## src/rtl/core/sblk_pkg.sv

```systemverilog
`default_nettype none
// ----------------------------------------------------------------------------
// sblk_pkg
// Shared types and constants for the sorted book lookup block.
// ----------------------------------------------------------------------------
package sblk_pkg;

   localparam int unsigned TableDepthDefault = 4096;
   localparam int unsigned CountWidth        = 13;
   localparam int unsigned KeyWidth          = 64;
   localparam int unsigned MoveWidth         = 16;
   localparam int unsigned WeightWidth       = 16;
   localparam int unsigned RandWidth         = 32;
   localparam int unsigned PosWidth          = 12;
   localparam int unsigned CsrIndexWidth     = 1;

   localparam logic [CsrIndexWidth-1:0] CSR_ENTRY_COUNT = 1'b0;
   localparam logic [CsrIndexWidth-1:0] CSR_RANDOM_SEED = 1'b1;

   localparam logic REQ_LOAD  = 1'b0;
   localparam logic REQ_QUERY = 1'b1;

   typedef enum logic [3:0] {
      ST_IDLE,
      ST_SRCH_RD,
      ST_SRCH_CMP,
      ST_WALK_RD,
      ST_WALK_CMP,
      ST_MOD,
      ST_PICK_RD,
      ST_PICK_WAIT,
      ST_OUT
   } state_type;

   function automatic logic [RandWidth-1:0] xorshift(input logic [RandWidth-1:0] s);
      logic [RandWidth-1:0] t;
      t = s ^ (s << 13);
      t = t ^ (t >> 17);
      t = t ^ (t << 5);
      return t;
   endfunction

endpackage
`default_nettype wire

```

## src/rtl/core/sblk_modu.sv

```systemverilog
`default_nettype none
// ----------------------------------------------------------------------------
// sblk_modu
// Iterative 32-bit remainder, one quotient bit per cycle.
// ----------------------------------------------------------------------------
module sblk_modu (
   input  wire logic                             clock,
   input  wire logic                             reset,
   input  wire logic                             start,
   input  wire logic [sblk_pkg::RandWidth-1:0]   dividend,
   input  wire logic [sblk_pkg::RandWidth-1:0]   divisor,
   output logic                                  done,
   output logic      [sblk_pkg::RandWidth-1:0]   remainder
);

   localparam int unsigned W = sblk_pkg::RandWidth;

   logic [W-1:0]        rem_ff, rem_in;
   logic [W-1:0]        quo_ff, quo_in;
   logic [W-1:0]        div_ff, div_in;
   logic [$clog2(W):0]  cnt_ff, cnt_in;
   logic                busy_ff, busy_in;
   logic [W:0]          trial;

   always_comb begin
      rem_in  = rem_ff;
      quo_in  = quo_ff;
      div_in  = div_ff;
      cnt_in  = cnt_ff;
      busy_in = busy_ff;
      trial   = {rem_ff, quo_ff[W-1]};
      if (start) begin
         rem_in  = '0;
         quo_in  = dividend;
         div_in  = divisor;
         cnt_in  = '0;
         busy_in = 1'b1;
      end else if (busy_ff) begin
         quo_in = quo_ff << 1;
         if (trial >= {1'b0, div_ff}) begin
            rem_in = W'(trial - {1'b0, div_ff});
         end else begin
            rem_in = trial[W-1:0];
         end
         cnt_in = cnt_ff + 1'b1;
         if (cnt_ff == ($clog2(W)+1)'(W-1)) begin
            busy_in = 1'b0;
         end
      end
   end

   always_ff @(posedge clock) begin
      if (reset) begin
         busy_ff <= 1'b0;
         cnt_ff  <= '0;
      end else begin
         busy_ff <= busy_in;
         cnt_ff  <= cnt_in;
      end
      rem_ff <= rem_in;
      quo_ff <= quo_in;
      div_ff <= div_in;
   end

   assign done      = busy_ff && !busy_in && !start;
   assign remainder = rem_in;

endmodule
`default_nettype wire
```

## config.mk

```make
export PLATFORM = sky130hd
export DESIGN_NAME = sblk_modu
export DESIGN_NICKNAME = d
export VERILOG_FILES = /design/src/rtl/core/sblk_pkg.sv /design/src/rtl/core/sblk_modu.sv
export SDC_FILE = /design/constraint.sdc
export NUM_CORES = 1
export LEC_CHECK = 0
export BUFFER_PORTS_ARGS = -buffer_cell sky130_fd_sc_hd__buf_2
export CAP_MARGIN = 20
export CORE_AREA = 3 3 121 123
export CTS_CLUSTER_DIAMETER = 200
export DETAILED_ROUTE_END_ITERATION = 10
export DIE_AREA = 0 0 124 126
export PLACE_DENSITY = 0.66
export SYNTH_ARGS = -nofsm -noshare
export SYNTH_HDL_FRONTEND = slang
export SYNTH_SLANG_ARGS = --single-unit
```

## constraint.sdc

```tcl
create_clock -name clock -period 2.9 [get_ports clock]
set_clock_uncertainty 0.15 [all_clocks]
set_input_delay 0.435 -clock clock [delete_from_list [all_inputs] [get_ports clock]]
set_output_delay 0.435 -clock clock [all_outputs]
set_load 0.01 [all_outputs]
```

==> results of run 1 <==
metrics by stage:
stage                     utilization  hold WS [ns]  cells  total power [uW]  instance area [um2]
after global routing            0.655        0.0846   1018              4280                 9030
after CTS                       0.629        0.0810   1006              4050                 8660
after detailed placement        0.564         0.331    967              2680                 7770
final                           0.655        0.0957   1018              4080                 9030
after global placement          0.564         0.317    967              2670                 7770
after floorplan                     -         0.309    570              2280                 6110
registers in the layout, summed over array words and instances (netlist names):
| signal | count |
|---|---|
| div_ff | 32 |
| busy_ff | 1 |
| quo_ff | 32 |
| cnt_ff | 6 |
| rem_ff | 32 |
placed cells by master (no fill, tap or decap), drive strengths merged, types with 7 or more instances in the layout:
| cell type | n |
|---|---|
| buf | 276 |
| edfxtp | 64 |
| nor2 | 46 |
| inv | 43 |
| o21ai | 42 |
| nand2 | 41 |
| dfxtp | 39 |
| ha | 33 |
| mux2 | 31 |
| a21oi | 30 |
| mux2i | 22 |
| a211oi | 20 |
| xnor2 | 15 |
| xor2 | 13 |
| nor3 | 11 |
| clkbuf | 10 |
| nand4 | 9 |
| nand3 | 9 |
| a21o | 7 |
| a32oi | 7 |
critical path: cells and delay by family, from the launching register on:
family / cells / cell delay (ns)
adders and majority gates: 1 / 0.22
and+or+nand+nor: 4 / 0.62
buffers and inverters: 3 / 0.44
muxes: 1 / 0.13
AOI/OAI and AO/OA: 3 / 0.94
DFF: 1 / 0.40
worst paths after layout:
| kind | start | to | slack [ns] | depth (start not counted) |
|---|---|---|---|---|
| worst max-delay path | div_ff[27] | remainder[18] | -0.78 | 12 |
| worst min-delay path | divisor[17] | div_ff[17] | 0.1 | 1 |
| worst max register to register | div_ff[27] | rem_ff[18] | -0.09 | 13 |
| worst min register to register | cnt_ff[5] | cnt_ff[5] | 0.36 | 2 |
power by group through the flow:
stage	clock, uW	sequential, uW	combinational [uW]
floorplan	0	1740	537
CTS	1300	1720	1030
finish	1260	1720	1100
global route	1340	1730	1200
global placement	0	1750	920
detailed placement	0	1750	932
per-layer routing:
metal  routed length [um]  up-vias  track usage
met5                    0        -            0
met4                  282        0       0.0567
met3                  738       24       0.0503
li1                     -     2626            -
met2                 8050      107        0.357
met1                 7150     2510        0.266
area by class of cell:
type / instances / share of cell area
clock buffer: 10 / 0.0254
clock inverter: 6 / 0.00859
inverter: 40 / 0.0166
multi-input combinational: 403 / 0.408
sequential: 103 / 0.300
tap: 180 / 0.0249
timing repair buffer: 276 / 0.217
cells by family (layout without fill, tap and decap cells):
logic type	count (synthesis)	in the layout	share of synthesized area
multiplexers	53	53	0.0969
XOR/XNOR	28	28	0.0417
adder cells (fa/ha/maj)	34	34	0.0737
flip-flops	103	103	0.460
buffers and inverters	64	332	0.0475
AND/OR/NAND/NOR	142	142	0.117
AO/OA/AOI/OAI	146	146	0.164
what timing repair did:
action                     4_1_cts  5_1_grt
gates resized for setup         77       53
setup buffers                   23       14
setup endpoints to repair       34       45
pin swaps                       23       40
gates cloned                     1        0
==> impl_metrics.py, run 1 <==
metrics = {
    "placement": {
        "dp.final_hpwl_um": 12000,
        "portBuffers": 99,
        "place_worst_setup_slack_ns": -0.484,
        "gp_congestion": 0.938,
    },
    "synth": {
        "yosys_warnings": 0,
        "synth_most_common_cell": "edfxtp_1",
        "synth_area_leaders": "edfxtp_1, dfxtp_1, ha_1, mux2_2, mux2i_1",
        "synthCells": 570,
        "avgSynthCellArea_um2": 10.3,
        "ys_async_sr_fraction": 0,
        "synthesis.area_um2": 5870,
        "syn_nets": 671,
        "ys_types": 65,
        "yosys.area.top_type": "edfxtp_1",
        "synthFlopType": "edfxtp_1",
        "ys_top_cells_by_count": "edfxtp_1, nor2_1, inv_1, nand2_1, dfxtp_1",
        "ys_seq_area_frac": 0.460,
        "synth-seq-cells": 103,
        "synth_edf_count": 64,
        "synth.top_cell.area_share": 0.327,
    },
    "final_layout": {
        "area_delta_synth_final_pct": 53.7,
        "n_antenna_cell": 0,
        "multi_input_area_um2": 3680,
        "drive_gt1_frac": 0.535,
        "nets": 934,
        "seqCellArea_um2": 2700,
        "n_fill_cell": 1090,
    },
    "grt": {
        "antenna_found_initial": 0,
        "grt_usage": 0.210,
        "grt.overflow.total": 0,
        "grt_pass1_wl_um": 26000,
        "grt_pass1_vias": 5457,
        "grt_start_max_net_pins": 55,
    },
    "detailed_routing": {
        "drtIter0Drc": 219,
        "dr.pass1.iters": 4,
        "vias_per_cell": 5.17,
        "drc": 0,
        "ant_nets": 0,
        "routed_wl_um": 16200,
        "routedWlPerCell_um": 15.9,
        "vias": 5267,
    },
    "pwr": {
        "p_per_area_nw_per_um2": 452,
        "power.internal_uw": 2920,
        "p_switching_uw": 1160,
        "p_clk_frac": 0.308,
        "switching_share": 0.284,
        "seqPwrFrac": 0.422,
        "vdd_drop_max_uv": 451,
        "p_comb_frac": 0.270,
        "p_leak_uw": 0.00389,
    },
    "timing": {
        "fin_crit_sh": 1.27,
        "slew_viol_final": 0,
        "setup_viol": 36,
        "relSlewSlack": 0.543,
        "post-route-min-period_ns": 3.68,
        "layout_setup_ws_ns": -0.781,
        "rsz0062_at_grt": "yes",
        "fmax_mhz": 272,
        "finalSetupTns_ns": -22.45,
        "worst_pin_slew_ns": 0.686,
        "hold_viol": 0,
    },
    "floorplan": {
        "die-area_um2": 15600,
        "die_y_um": 126,
        "ios": 100,
        "initial_utilization": 0.427,
        "rows": 43,
        "die_x_um": 124,
        "coreArea_um2": 13800,
    },
    "setup_path": {
        "path_max_fanout": 11,
        "crit_chain": "inv_2, ha_4, nand3_4, nor2_4, and4b_1, a211o_1, a311o_1, or2_4, buf_12, mux2i_1, a211oi_2, buf_2",
        "cp_slowest_cell": "edfxtp_1",
        "endpoint_kind": "primary output",
        "critPathMaxStageDelay_ns": 0.40,
        "cp.required_ns": 2.32,
        "crit_arrival_ns": 3.10,
        "start_kind": "flip-flop",
        "crit_type": "flip-flop to primary output",
    },
    "job": {
        "max-cap-violations": 0,
    },
    "clock_tree": {
        "root_buffer": "clkbuf_16",
        "hold_buffers": 0,
        "tritoncts": "done",
        "cts_made_buffers": 9,
        "clkTransAtPathRegs_ns": 0.08,
        "clock_latency_ns": 0.36,
        "h-tree-depth": 3,
        "clkSinkCount": 103,
        "cts_buffer_depth": 2,
    },
    "run_status": {
        "run_status": "finished, violations left",
        "violations": "negative setup slack",
    },
    "min_path": {
        "hold_path.class": "input port to flip-flop",
    },
}
No activity file was read; power rests on OpenSTA's default activity.
==> run 2: changes to the inputs <==
- CELL_PAD_IN_SITES_DETAIL_PLACEMENT: default -> 1
- CELL_PAD_IN_SITES_GLOBAL_PLACEMENT: default -> 2
- CORE_AREA: 3 3 121 123 -> 3 3 138 140
- DIE_AREA: 0 0 124 126 -> 0 0 141 143
- PLACE_DENSITY: 0.66 -> default
- PLACE_DENSITY_LB_ADDON: default -> 0.1
- RECOVER_POWER: default -> 25
- SKIP_LAST_GASP: default -> 1
==> run 2 against run 1 <==
Net effect:
- the flow still finishes with violations (negative setup slack)
- via count increased by 0.82%
- critical endpoint is now remainder[5]
- total power decreased by 0.26%
- clock power decreased by 3%
- maximum frequency decreased by 3.0%
- largest power group unchanged
- register-to-register slack got worse by 0.12 ns
- global-route usage decreased by 2.2 points
- hold slack got worse by 0.019 ns
- combinational power about the same
- die area increased by 29%
- count of clock-buffer cells in the layout decreased by 1
==> impl_metrics.py, run 2 (same netlist as run 1, synthesis figures left out) <==
metrics = {
    "setup_path": {
        "reg2regPathDepth": 15,
        "cp.required_ns": 2.32,
        "cp_slowest_cell": "a311o_1",
        "rrSetupSlack_ns": -0.21,
        "crit_family": "compound AO/OA/AOI/OAI gates",
        "r2r-start": "div_ff[25]",
        "crit_arrival_ns": 3.21,
        "endpoint_kind": "primary output",
        "path_max_fanout": 6,
        "critPathMaxStageDelay_ns": 0.38,
        "r2r_end": "rem_ff[1]",
        "crit_type": "flip-flop to primary output",
        "critPathBufInv": 3,
        "start_kind": "flip-flop",
        "crit_chain": "inv_1, ha_4, nand2_4, nor2_4, and4b_1, a211o_1, a311o_1, or2_4, buf_12, mux2i_2, a211oi_2, buf_2",
    },
    "final_layout": {
        "reg_top3": "div_ff x32, quo_ff x32, rem_ff x32",
        "final_util": 0.503,
        "layout_commonest_cell": "buf_4",
        "drive_gt1_frac": 0.524,
        "n_fill_cell": 1985,
        "final_cell_mix": "buf_4, buf_2, edfxtp_1",
        "area_delta_synth_final_pct": 53.7,
        "final-instance-count-excl-fill": 1074,
        "nets": 941,
        "n_antenna_cell": 0,
    },
    "timing": {
        "slew_viol_final": 0,
        "fmax_mhz": 264,
        "worst_pin_slew_ns": 0.479,
        "fin_crit_sh": 1.31,
        "hold_viol": 0,
        "setup_viol": 39,
        "relSlewSlack": 0.678,
        "rsz0062_at_grt": "yes",
        "layout_setup_ws_ns": -0.894,
        "post-route-min-period_ns": 3.79,
    },
    "clock_tree": {
        "clock_latency_ns": 0.38,
        "clkSinkCount": 103,
        "cts_buffer_depth": 2,
        "root_buffer": "clkbuf_16",
        "clkTransAtPathRegs_ns": 0.08,
        "cts_made_buffers": 9,
        "h-tree-depth": 3,
        "tritoncts": "done",
    },
    "floorplan": {
        "rows": 49,
        "die-area_um2": 20200,
        "coreArea_um2": 18000,
        "die_y_um": 143,
        "ios": 100,
        "initial_utilization": 0.327,
        "die_x_um": 141,
    },
    "pwr": {
        "vdd_drop_max_uv": 378,
        "p_total_uw": 4070,
        "p_leak_uw": 0.00390,
        "p_per_area_nw_per_um2": 451,
    },
    "placement": {
        "portBuffers": 99,
        "dp_cells": 1032,
        "gp_congestion": 0.835,
        "dp.final_hpwl_um": 14300,
    },
    "grt": {
        "grt_start_max_net_pins": 57,
        "antenna_found_initial": 0,
        "grt.overflow.total": 0,
        "grt_usage": 0.188,
        "grt_pass1_wl_um": 30000,
        "grt_pass1_vias": 5861,
    },
    "min_path": {
        "hold_path_depth": 1,
        "hold_end": "div_ff[15]",
        "hold_path.startpoint": "divisor[15]",
        "hold_path.class": "input port to flip-flop",
    },
    "detailed_routing": {
        "vias": 5310,
        "routed_wl_um": 18700,
        "routedWlPerCell_um": 17.4,
        "ant_nets": 0,
        "dr.pass1.iters": 4,
        "drtIter0Drc": 155,
        "vias_per_cell": 4.94,
        "drc": 0,
    },
    "run_status": {
        "violations": "negative setup slack",
        "run_status": "finished, violations left",
    },
    "job": {
        "max-cap-violations": 0,
    },
}
run 2: cell types whose count changed in the layout (fill, tap and decap cells not counted), moves of 4 or more:
| cell | delta |
|---|---|
| o21ai_1 | -5 |
| a32oi_1 | +4 |
| ha_1 | +6 |
| buf_4 | +7 |
| ha_4 | -6 |
run 2: final cells by class:
type | instances | area [um2] | share of cell area
tap | 229 | 287 | 0.0317
multi-input combinational | 403 | 3580 | 0.396
clock buffer | 9 | 225 | 0.0249
timing repair buffer | 283 | 2020 | 0.224
sequential | 103 | 2700 | 0.300
inverter | 40 | 150 | 0.0166
clock inverter | 7 | 60.1 | 0.00665
run 2: routing by layer:
layer	track usage	share of wire	vias to the layer above
met5	0	0	-
met1	0.228	0.43	2569
met2	0.324	0.51	84
met4	0.0704	0.022	0
li1	-	-	2631
met3	0.0469	0.037	26
run 2: metrics by stage:
step                hold slack, ns  setup TNS (ns)  instance area (um2)  setup slack [ns]
floorplan                    0.309           -3.80                 6110            -0.223
global placement             0.316          -15.18                 7980            -0.642
detailed placement           0.342          -18.20                 7980            -0.640
CTS                         0.0639          -24.79                 8600            -0.855
global route                0.0616          -32.25                 9030             -1.06
finish                      0.0764          -26.59                 9030            -0.894
run 2: where the power goes:
part	leakage (uW)	switching [uW]	internal, uW	total [uW]
logic	0.00281	562	566	1130
registers	0.000954	43.0	1680	1720
clock network	0.000138	623	602	1220
total	0.00390	1230	2850	4070
run 2: how the worst max path moves through the flow:
stage / slack [ns] / cells after the start / from / endpoint
3_3_place_gp: -0.64 / 13 / div_ff[26] / remainder[31]
5_1_grt: -1.06 / 14 / quo_ff[31] / remainder[10]
4_1_cts: -0.86 / 13 / div_ff[8] / remainder[31]
2_1_floorplan: -0.22 / 13 / div_ff[26] / remainder[18]
6_report: -0.89 / 12 / div_ff[25] / remainder[5]
3_5_place_dp: -0.64 / 13 / div_ff[1] / remainder[31]
run 2: timing repair:
item                                    in CTS  in global routing
setup buffers                                9                 18
cloned                                       1                  1
pin swaps                                   15                 26
endpoints found under the setup margin      59                 58
hold buffers                                 0                  0
resized for setup                           50                 61
endpoints found under the hold margin        0                  0
